--- src/bcd_pkg.sv ---
// Package for the BC1/BC3 block decoder: palette types, format codes,
// and endpoint widening and constant-divide helpers. No dependencies.
package bcd_pkg;

	localparam logic       FMT_BC1         = 1'b0;
	localparam logic       FMT_BC3         = 1'b1;
	localparam logic [1:0] REG_FORMAT_MODE = 2'd0;
	localparam logic [1:0] ROW_LAST        = 2'd3;

	typedef struct packed {
		logic [7:0] a;
		logic [7:0] b;
		logic [7:0] g;
		logic [7:0] r;
	} rgba_t;

	typedef rgba_t [3:0]      color_pal_t;
	typedef logic [7:0][7:0]  alpha_pal_t;

	typedef struct packed {
		color_pal_t  cpal;
		alpha_pal_t  apal;
		logic [31:0] cidx;
		logic [47:0] aidx;
		logic        bc3;
	} blk_pal_t;

	// x*255/31 = 8x + floor(7x/31)
	function automatic logic [7:0] widen5(input logic [4:0] x);
		logic [15:0] t;
		t = 16'(x) * 16'd1855;
		return 8'({x, 3'b000}) + 8'(t >> 13);
	endfunction

	// x*255/63 = 4x + floor(x/21)
	function automatic logic [7:0] widen6(input logic [5:0] x);
		logic [11:0] t;
		t = 12'(x) * 12'd49;
		return 8'({x, 2'b00}) + 8'(t >> 10);
	endfunction

	function automatic logic [7:0] div3(input logic [9:0] v);
		logic [19:0] p;
		p = 20'(v) * 20'd683;
		return 8'(p >> 11);
	endfunction

	function automatic logic [7:0] div5(input logic [10:0] v);
		logic [20:0] p;
		p = 21'(v) * 21'd1639;
		return 8'(p >> 13);
	endfunction

	function automatic logic [7:0] div7(input logic [10:0] v);
		logic [21:0] p;
		p = 22'(v) * 22'd2341;
		return 8'(p >> 14);
	endfunction

endpackage

--- src/bcd_blk_if.sv ---
// Input channel of the BC1/BC3 block decoder: one compressed block per word.
// No dependencies.
interface bcd_blk_if;
	logic        valid;
	logic        ready;
	logic [63:0] color_block;
	logic [63:0] alpha_block;

	modport source(output valid, color_block, alpha_block, input ready);
	modport sink(input valid, color_block, alpha_block, output ready);
endinterface

--- src/bcd_row_if.sv ---
// Output channel of the BC1/BC3 block decoder: one texel row per word.
// No dependencies.
interface bcd_row_if;
	logic        valid;
	logic        ready;
	logic [1:0]  row_index;
	logic [31:0] texel_col0;
	logic [31:0] texel_col1;
	logic [31:0] texel_col2;
	logic [31:0] texel_col3;
	logic        last_row;

	modport source(output valid, row_index, texel_col0, texel_col1, texel_col2, texel_col3,
		last_row, input ready);
	modport sink(input valid, row_index, texel_col0, texel_col1, texel_col2, texel_col3,
		last_row, output ready);
endinterface

--- src/bc1_bc3_block_decoder_core.sv ---
// Top level of the BC1/BC3 texture block decoder.
// Depends on bcd_pkg, bcd_blk_if, bcd_row_if and bcd_palette.
//
// blk_in takes one compressed 4x4 block per word (color_block, alpha_block,
// byte 0 in the low bits). row_out returns four words per block, rows 0 to 3
// in order, each with four RGBA8 texels (R in bits 7:0, A in 31:24); last_row
// marks row 3. The APB port holds format_mode at byte address 0:
// 0 decodes BC1, 1 takes alpha from the BC3 alpha block. Write it only while
// no block is in flight.
// Row 0 of a block passes the input register, the palette register and the row
// output register; the other rows follow one per cycle while row_out is ready,
// as the single row output register drains the palette register one row per
// cycle. The input register takes the next block while the current one is still
// being emitted.
// Reset clears all valid flags and sets format_mode to BC1. When row_out
// stalls, the current row holds, the palette register holds, and blk_in.ready
// drops once the input register is also full. No data is lost.
module bc1_bc3_block_decoder_core (
	input  logic        clk,
	input  logic        arst_n,
	input  logic        psel,
	input  logic        penable,
	input  logic        pwrite,
	input  logic [1:0]  paddr,
	input  logic [31:0] pwdata,
	output logic [31:0] prdata,
	output logic        pready,
	bcd_blk_if.sink     blk_in,
	bcd_row_if.source   row_out
);
	import bcd_pkg::*;

	logic        format_mode_q;

	logic        v_s1;
	logic [63:0] color_s1;
	logic [63:0] alpha_s1;

	logic        v_s2;
	blk_pal_t    pal_s2;
	blk_pal_t    pal_next;
	logic [1:0]  row_q;

	logic        out_v_q;
	logic [1:0]  row_index_q;
	logic [3:0][31:0] texel_q;
	logic        last_row_q;

	logic        out_free;
	logic        emit;
	logic        s2_take;
	logic        s1_move;
	logic        in_fire;
	logic        cfg_wr;
	logic [3:0][31:0] row_texels;

	assign pready = 1'b1;
	assign prdata = (paddr == REG_FORMAT_MODE) ? {31'd0, format_mode_q} : 32'd0;
	assign cfg_wr = psel && penable && pwrite && (paddr == REG_FORMAT_MODE);

	assign out_free     = !out_v_q || row_out.ready;
	assign emit         = v_s2 && out_free;
	assign s2_take      = !v_s2 || (emit && (row_q == ROW_LAST));
	assign s1_move      = v_s1 && s2_take;
	assign blk_in.ready = !v_s1 || s2_take;
	assign in_fire      = blk_in.valid && blk_in.ready;

	bcd_palette u_palette (
		.color_block (color_s1),
		.alpha_block (alpha_s1),
		.bc3         (format_mode_q == FMT_BC3),
		.pal         (pal_next)
	);

	always_comb begin
		logic [3:0]  t;
		logic [1:0]  ci;
		logic [2:0]  ai;
		rgba_t       px;

		for (int c = 0; c < 4; c++) begin
			t  = {row_q, 2'(c)};
			ci = pal_s2.cidx[{t, 1'b0} +: 2];
			ai = pal_s2.aidx[6'(t) * 6'd3 +: 3];
			px = pal_s2.cpal[ci];
			if (pal_s2.bc3) begin
				px.a = pal_s2.apal[ai];
			end
			row_texels[c] = px;
		end
	end

	always_ff @(posedge clk or negedge arst_n) begin
		if (!arst_n) begin
			format_mode_q <= FMT_BC1;
			v_s1          <= 1'b0;
			v_s2          <= 1'b0;
			row_q         <= '0;
			out_v_q       <= 1'b0;
		end else begin
			if (cfg_wr) begin
				format_mode_q <= pwdata[0];
			end
			if (in_fire) begin
				v_s1 <= 1'b1;
			end else if (s1_move) begin
				v_s1 <= 1'b0;
			end
			if (s1_move) begin
				v_s2  <= 1'b1;
				row_q <= '0;
			end else if (emit) begin
				row_q <= row_q + 2'd1;
				if (row_q == ROW_LAST) begin
					v_s2 <= 1'b0;
				end
			end
			if (emit) begin
				out_v_q <= 1'b1;
			end else if (row_out.ready) begin
				out_v_q <= 1'b0;
			end
		end
	end

	always_ff @(posedge clk) begin
		if (in_fire) begin
			color_s1 <= blk_in.color_block;
			alpha_s1 <= blk_in.alpha_block;
		end
		if (s1_move) begin
			pal_s2 <= pal_next;
		end
		if (emit) begin
			row_index_q <= row_q;
			texel_q     <= row_texels;
			last_row_q  <= (row_q == ROW_LAST);
		end
	end

	assign row_out.valid      = out_v_q;
	assign row_out.row_index  = row_index_q;
	assign row_out.texel_col0 = texel_q[0];
	assign row_out.texel_col1 = texel_q[1];
	assign row_out.texel_col2 = texel_q[2];
	assign row_out.texel_col3 = texel_q[3];
	assign row_out.last_row   = last_row_q;

endmodule

--- src/bcd_palette.sv ---
// Color and alpha palette builder for one BC1/BC3 block, combinational.
// Depends on bcd_pkg.
module bcd_palette (
	input  logic              [63:0] color_block,
	input  logic              [63:0] alpha_block,
	input  logic                     bc3,
	output bcd_pkg::blk_pal_t        pal
);
	import bcd_pkg::*;

	always_comb begin
		logic [15:0]     c0, c1;
		logic [7:0]      a0, a1;
		logic [2:0][7:0] e0, e1, p2, p3, mid;

		c0 = color_block[15:0];
		c1 = color_block[31:16];
		a0 = alpha_block[7:0];
		a1 = alpha_block[15:8];

		e0[0] = widen5(c0[15:11]);
		e0[1] = widen6(c0[10:5]);
		e0[2] = widen5(c0[4:0]);
		e1[0] = widen5(c1[15:11]);
		e1[1] = widen6(c1[10:5]);
		e1[2] = widen5(c1[4:0]);

		for (int k = 0; k < 3; k++) begin
			p2[k]  = div3(10'({e0[k], 1'b0}) + 10'(e1[k]) + 10'd1);
			p3[k]  = div3(10'(e0[k]) + 10'({e1[k], 1'b0}) + 10'd1);
			mid[k] = 8'((9'(e0[k]) + 9'(e1[k])) >> 1);
		end

		pal.cpal[0] = '{a: 8'hFF, b: e0[2], g: e0[1], r: e0[0]};
		pal.cpal[1] = '{a: 8'hFF, b: e1[2], g: e1[1], r: e1[0]};
		if (c0 > c1) begin
			pal.cpal[2] = '{a: 8'hFF, b: p2[2], g: p2[1], r: p2[0]};
			pal.cpal[3] = '{a: 8'hFF, b: p3[2], g: p3[1], r: p3[0]};
		end else begin
			pal.cpal[2] = '{a: 8'hFF, b: mid[2], g: mid[1], r: mid[0]};
			pal.cpal[3] = '0;
		end

		pal.apal[0] = a0;
		pal.apal[1] = a1;
		if (a0 > a1) begin
			for (int i = 1; i <= 6; i++) begin
				pal.apal[i + 1] = div7(11'(a0) * 11'(7 - i) + 11'(a1) * 11'(i) + 11'd3);
			end
		end else begin
			for (int i = 1; i <= 4; i++) begin
				pal.apal[i + 1] = div5(11'(a0) * 11'(5 - i) + 11'(a1) * 11'(i) + 11'd2);
			end
			pal.apal[6] = 8'h00;
			pal.apal[7] = 8'hFF;
		end

		pal.cidx = color_block[63:32];
		pal.aidx = alpha_block[63:16];
		pal.bc3  = bc3;
	end

endmodule

--- src/flat_wrapper.sv ---
// flat-port wrapper written by rule: the top's interface ports become plain ports
module bc1_bc3_block_decoder_core_flat import bcd_pkg::*;
  (clk, arst_n, psel, penable, pwrite, paddr, pwdata, prdata, pready, blk_in_valid, blk_in_color_block, blk_in_alpha_block, blk_in_ready, row_out_valid, row_out_row_index, row_out_texel_col0, row_out_texel_col1, row_out_texel_col2, row_out_texel_col3, row_out_last_row, row_out_ready);
  bcd_blk_if blk_in_i ();
  bcd_row_if row_out_i ();
  input  logic clk;
  input  logic arst_n;
  input  logic psel;
  input  logic penable;
  input  logic pwrite;
  input  logic [1:0] paddr;
  input  logic [31:0] pwdata;
  output logic [31:0] prdata;
  output logic pready;
  input wire logic [$bits(blk_in_i.valid)-1:0] blk_in_valid;
  input wire logic [$bits(blk_in_i.color_block)-1:0] blk_in_color_block;
  input wire logic [$bits(blk_in_i.alpha_block)-1:0] blk_in_alpha_block;
  output wire logic [$bits(blk_in_i.ready)-1:0] blk_in_ready;
  output wire logic [$bits(row_out_i.valid)-1:0] row_out_valid;
  output wire logic [$bits(row_out_i.row_index)-1:0] row_out_row_index;
  output wire logic [$bits(row_out_i.texel_col0)-1:0] row_out_texel_col0;
  output wire logic [$bits(row_out_i.texel_col1)-1:0] row_out_texel_col1;
  output wire logic [$bits(row_out_i.texel_col2)-1:0] row_out_texel_col2;
  output wire logic [$bits(row_out_i.texel_col3)-1:0] row_out_texel_col3;
  output wire logic [$bits(row_out_i.last_row)-1:0] row_out_last_row;
  input wire logic [$bits(row_out_i.ready)-1:0] row_out_ready;
  assign blk_in_i.valid = blk_in_valid;
  assign blk_in_i.color_block = blk_in_color_block;
  assign blk_in_i.alpha_block = blk_in_alpha_block;
  assign blk_in_ready = blk_in_i.ready;
  assign row_out_valid = row_out_i.valid;
  assign row_out_row_index = row_out_i.row_index;
  assign row_out_texel_col0 = row_out_i.texel_col0;
  assign row_out_texel_col1 = row_out_i.texel_col1;
  assign row_out_texel_col2 = row_out_i.texel_col2;
  assign row_out_texel_col3 = row_out_i.texel_col3;
  assign row_out_last_row = row_out_i.last_row;
  assign row_out_i.ready = row_out_ready;
  bc1_bc3_block_decoder_core u_core (.clk(clk), .arst_n(arst_n), .psel(psel), .penable(penable), .pwrite(pwrite), .paddr(paddr), .pwdata(pwdata), .prdata(prdata), .pready(pready), .blk_in(blk_in_i), .row_out(row_out_i));
endmodule
--- config.mk ---
export PLATFORM = sky130hd
export DESIGN_NAME = bc1_bc3_block_decoder_core_flat
export DESIGN_NICKNAME = d
export VERILOG_FILES = /design/src/bcd_pkg.sv /design/src/bcd_blk_if.sv /design/src/bcd_row_if.sv /design/src/bc1_bc3_block_decoder_core.sv /design/src/bcd_palette.sv /design/src/flat_wrapper.sv
export SDC_FILE = /design/constraint.sdc
export NUM_CORES = 2
export LEC_CHECK = 0
export BUFFER_PORTS_ARGS = -buffer_cell sky130_fd_sc_hd__buf_2
export CORE_ASPECT_RATIO = 0.9
export CORE_MARGIN = 2
export CORE_UTILIZATION = 35
export CTS_BUF_LIST = sky130_fd_sc_hd__clkbuf_16
export CTS_CLUSTER_DIAMETER = 80
export DETAILED_ROUTE_END_ITERATION = 16
export GPL_ROUTABILITY_DRIVEN = 0
export GPL_TIMING_DRIVEN = 0
export SLEW_MARGIN = 40
export SYNTH_ARGS = -nofsm -noshare
export SYNTH_HDL_FRONTEND = slang
export SYNTH_SLANG_ARGS = --single-unit
--- constraint.sdc ---
create_clock -name clk -period 13.12 [get_ports clk]
set_clock_uncertainty 0.2 [all_clocks]
set_input_delay 2.624 -clock clk [delete_from_list [all_inputs] [get_ports clk]]
set_output_delay 2.624 -clock clk [all_outputs]
set_load 0.01 [all_outputs]
**Word level (Yosys, flattened, before mapping)**

Cells that the tools add are included.

- Output and inout port bits: 166
- Word-level logic and storage cells: 182
- Bits in registers: 522
- Bits of input ports: 169

- Order comparisons: 10
- Eq/ne operators: 1
- Add/subtract/negate cells: 42
- Mux-type cells: 32
- Shifts and indexed selects: 8
- Reduce and logical (&&, ||, !) cells: 19
- Multiply operators: 32

Operators by type and width:

| operator | count |
|---|---|
| binary-select mux 32 bit (select 2 bit) | 4 |
| indexed part select 48 x 7 -> 3 bit | 4 |
| two-way mux 32 bit | 5 |
| multiplier 11 x 12 -> 22 bit, second input constant | 6 |
| indexed part select 32 x 6 -> 2 bit | 4 |
| multiplier 10 x 10 -> 19 bit, second input constant | 6 |
| adder 11 x 2 -> 11 bit, second input constant | 10 |
| binary-select mux 8 bit (select 3 bit) | 4 |
| multiplier 11 x 11 -> 21 bit, second input constant | 4 |
| multiplier 5 x 11 -> 16 bit, second input constant | 4 |
| two-way mux 64 bit | 1 |
| two-way mux 8 bit | 8 |
| adder 10 x 1 -> 10 bit, second input constant | 6 |
| multiplier 8 x 2 -> 10 bit, second input constant | 4 |
| adder 8 x 3 -> 8 bit | 4 |
| adder 8 x 9 -> 10 bit | 3 |
| adder 9 x 8 -> 10 bit | 3 |
| adder 8 x 8 -> 9 bit | 3 |
| multiplier 6 x 6 -> 12 bit, second input constant | 2 |
| adder 10 x 10 -> 11 bit | 2 |
| multiplier 8 x 3 -> 11 bit, second input constant | 2 |
| adder 8 x 2 -> 8 bit | 2 |
| > comparator 16 bit | 1 |
| < comparator 3 x 4 -> 1 bit, second input constant | 4 |
| other kinds (23) | 48 |

**Logic depth before layout (Yosys ltp)**

- Depth after elaboration: 8
- Mapped depth: 41
- Mapped depth without buffers: 41

**Modules after synthesis**

From an unflattened synthesis, not the netlist that was laid out.

- Cell total of the unflattened synthesis: 5,402
- Area total of the unflattened synthesis: 62,596.3 µm²

Modules (own cells, without submodules):

| module | area each (µm²) | sequential area each (µm²) | instances | cells each |
|---|---|---|---|---|
| bcd_palette | 39,914.5 | 0.0 | 1 | 4,290 |
| bc1_bc3_block_decoder_core | 22,681.8 | 16,125.5 | 1 | 1,112 |

**Worst setup path before layout**

OpenSTA, ideal clock, no wires.

- Path type: flip-flop to flip-flop
- From: reg u_core.color_s1[18]
- To: reg u_core.pal_s2[232] (netlist bit), data pin
- Data arrival time: 9,567 ps
- Path buffers: 0
- Cell stages (with the launch flop): 39
- Slack: 3,081 ps
- Period minus slack after synthesis: 10,039 ps
- Setup time: 272 ps
- Data required time: 12,648 ps
- Path through: edfxtp_1 > fa_1 > inv_1 > fa_1 > xnor2_1 > ha_1 > a21o_1 > ha_1 > nor2b_1 > o311a_1 > a311oi_4 > o211ai_4 > a211o_1 > and2_1 > ha_1 > a31o_2 > a21bo_2 > a41o_1 > (+3 left out) > ha_1 > fa_1 > fa_1 > inv_1 > fa_1 > inv_1 > ha_1 > o21a_1 > o21a_1 > o211ai_1 > o21ai_0 > a211oi_1 > o21ai_0 > a31oi_1 > o21bai_1 > xnor2_1 > xnor2_1 > a21oi_1

RTL lines:

| element | line | source |
|---|---|---|
| from (decl) | bc1_bc3_block_decoder_core.sv:36 | `logic [63:0] color_s1;` |
| from (signal assigned) | bc1_bc3_block_decoder_core.sv:128 | `color_s1 <= blk_in.color_block;` |
| to (signal assigned) | bc1_bc3_block_decoder_core.sv:132 | `pal_s2 <= pal_next;` |
| to (decl) | bc1_bc3_block_decoder_core.sv:40 | `blk_pal_t pal_s2;` |

==> impl_results.md <==
- Status: finished clean
- Netlist Area Pre-Place: 59100 um2
- Synth top area share: roughly 29%
- CP max-delay cell: fa_1
- Clk root buf: clkbuf_16
- Final ANT Viol Nets: 0
- Initial core utilization: between 30% and 40%
- Commonest cells in the netlist: ha_1 (1358), inv_1 (777), edfxtp_1 (501)
- Hold Buf Count CTS: 0
- Share of cells above drive strength 1: 12.9%
- Post-route DRC: 0
- Critical Path Sink Type: flop
- RSZ-0062 raised after global routing: false
- Nature of the critical path startpoint: flop
- Port Buffers: 271
- Antenna violations before repair: 13
- Setup TNS: 0 ps
- Number of synthesized flops with an enable pin: between 500 and 600
- I/O pins: ~340
- Mean post-synth cell area: 11.8 um2
- Post-Synthesis Cells: approximately 5000
- Synth cell types: slightly above 100
- R2R Setup Slk: approximately 1800 ps
- Post-DP Area: roughly 64000 um2
- All-Layer GR Usage: 17.6%
- Total Routed Length: between 150000 and 200000 um
- Full die area: ~170000 um2
- Met2 wire len: slightly above 70000 um
- # Post-CTS Setup Buffers: 0
- Via Count: ~40000
- Vias in the first global route: between 40000 and 50000
- Most frequent CP cell: ha_1
- FMAX: around 0.088 GHz
- Slew HR: between 30% and 40%
- Met3 routed WL: about 6500 um
- Worst hold path depth: 0
- Std-Cell Rows: roughly 140
- CP bufs+invs: 4
- CTS tree: done
- Min Tclk post-route: around 11000 ps
- Tightest Hold Check Type: reg2reg
- Fin Hold WS: roughly 210 ps
- Top post-synthesis cells by area: ha_1 (29%), edfxtp_1 (25%), fa_1 (14%)
- CTS resizes: 0
- Inst Count DP: 7594
- DRT iter0 DRCs: 2317
- Congestion Overflow GR: 0
- Die Height: between 300 and 400 um
- Largest net degree at the start of global routing: around 80
- Filler cell count: roughly 16000
- Critical Path RT: roughly 13000 ps
- Max-Cap Viols: 0
- Worst Hold Path EP: u_core.pal_s2[31]
- Worst reg-to-reg path cell count: 38
- HP Start: u_core.alpha_s1[46]
- Post-Layout Inst Area: 65900 um2
- Tcrit/Tclk final: between 80% and 90%
- Final Hold Viols: 0
- CP arrival: roughly 12000 ps
- Async SR Flop Fraction: 1.18%
- Crit path max-delay family: adder cells
- Routed vias/inst: just over 5
- DRT met1 WL: roughly 65000 um
- Core area: 168000 um2
- Drt pass-1 iters: 5
- HPWL Detailed: 127000 um
- Synthesized flop and latch total: approximately 510
- Fin cells: 7705
- Final nets: 7348
- Max Slew Vio Count: 0
- Worst-path maximum fanout: 9
- CTS Buffer Depth: 3
- Reg-to-reg critical path startpoint: u_core.color_s1[19]
- Worst-skew pair later-pin latency: a little under 700 ps
- Synth area leader: ha_1
- Max stage delay on crit path: approximately 730 ps
- Cell with the most instances after synthesis: ha_1
- Clock transition at path regs: around 70 ps
- CTS Sinks: approximately 510
- Crit path from: u_core.color_s1[19]
- Main flop type after synthesis: edfxtp_1
- WS Path Type: reg2reg
- Final setup viols: 0
- Die width: 437 um
- First-pass GRT wire length: 235000 um
- Synth-to-layout area growth: 11.6%
- Sequential fraction of the synthesis area: 25.7%
- Reg2Reg Capture Point: u_core.pal_s2[229]
- Max layer used: met5
- Per-cell routed wire length: 19.7 um
- Synth Warn #: 0
- Depth of the CTS H-tree: 2
- Slew of the pin with the lowest slew margin: about 990 ps
- CTS Buf Count: roughly 60
## area by class of cell
class / instances / area, um2 / area share [%]
well taps: 2247 / 2810 / 4.26
clock inverters: 50 / 523 / 0.793
multi-input cells: 3660 / 40600 / 61.6
clock buffers: 59 / 1480 / 2.24
inverters: 781 / 2940 / 4.46
repair buffers: 305 / 1870 / 2.84
plain buffers: 94 / 509 / 0.772
flip-flops and latches: 507 / 15200 / 23.0
diodes: 2 / 5.00 / 0.00759
## cells in the final DEF (no fill, tap or decap), types with 59 or more instances in the layout
cell	synthesis	routed
o21ai_0	155	149
xnor2_1	216	213
buf_2	5	293
fa_1	413	413
ha_1	1358	1358
mux4_2	180	180
inv_1	777	776
xor2_1	100	100
clkbuf_16	0	59
nor3_1	74	74
a21o_1	88	88
edfxtp_1	501	501
o21bai_1	62	62
nor2_1	164	164
a21oi_1	192	192
nand2_1	101	101
## cell families (layout without fill, tap and decap cells)
| logic type | Yosys count | in the layout | share of synthesized area, % |
|---|---|---|---|
| compound gates | 720 | 720 | 8.06 |
| xor+xnor | 321 | 321 | 4.88 |
| fa+ha+maj | 1774 | 1774 | 42.8 |
| buf+inv | 875 | 1289 | 5.78 |
| flops | 507 | 507 | 25.7 |
| mux | 231 | 231 | 7.74 |
| other cells | 2 | 34 | 0.0127 |
| simple gates | 582 | 582 | 5.00 |
## flip-flops by register name (all words and copies together), names as in the netlist, 32 cells and up
| register | flops |
|---|---|
| u_core.alpha_s1 | 64 |
| u_core.color_s1 | 64 |
| u_core.pal_s2 | 242 |
| u_core.row_out.texel_col0 | 32 |
| u_core.row_out.texel_col1 | 32 |
| u_core.row_out.texel_col2 | 32 |
| u_core.row_out.texel_col3 | 32 |
## stage by stage
step / worst slack, ps / utilization, %
6_report: 1760 / 39.2
3_5_place_dp: 1760 / 38.0
4_1_cts: 1760 / 39.2
5_1_grt: 890 / 39.2
3_3_place_gp: 996 / 37.7
2_1_floorplan: 3080 / -
## how the worst max path moves through the flow
stage / slack (ps) / to / depth (start not counted)
floorplan: 3080 / u_core.pal_s2[232] / 38
global placement: 1000 / u_core.pal_s2[17] / 5
detailed placement: 1760 / u_core.pal_s2[229] / 38
CTS: 1760 / u_core.pal_s2[229] / 38
global route: 890 / u_core.pal_s2[229] / 38
finish: 1760 / u_core.pal_s2[229] / 38
## metal layers
metal | GRT usage (%) | vias to the layer above
met2 | 29.6 | 837
met1 | 22.7 | 19276
li1 | - | 18745
met4 | 7.91 | 8
met3 | 2.05 | 242
met5 | 0 | -
## worst register-to-register path: cells and delay by family (launching register included)
family          cells  cell delay, ps
buf+inv             4             370
compound gates     15            3710
flops               1             670
simple gates        5             890
fa+ha+maj          11            4400
xor+xnor            3             900
Power is left out: the tool's default activity adds up to more than one toggle a clock period on the data nets, which glitch-free logic cannot reach.
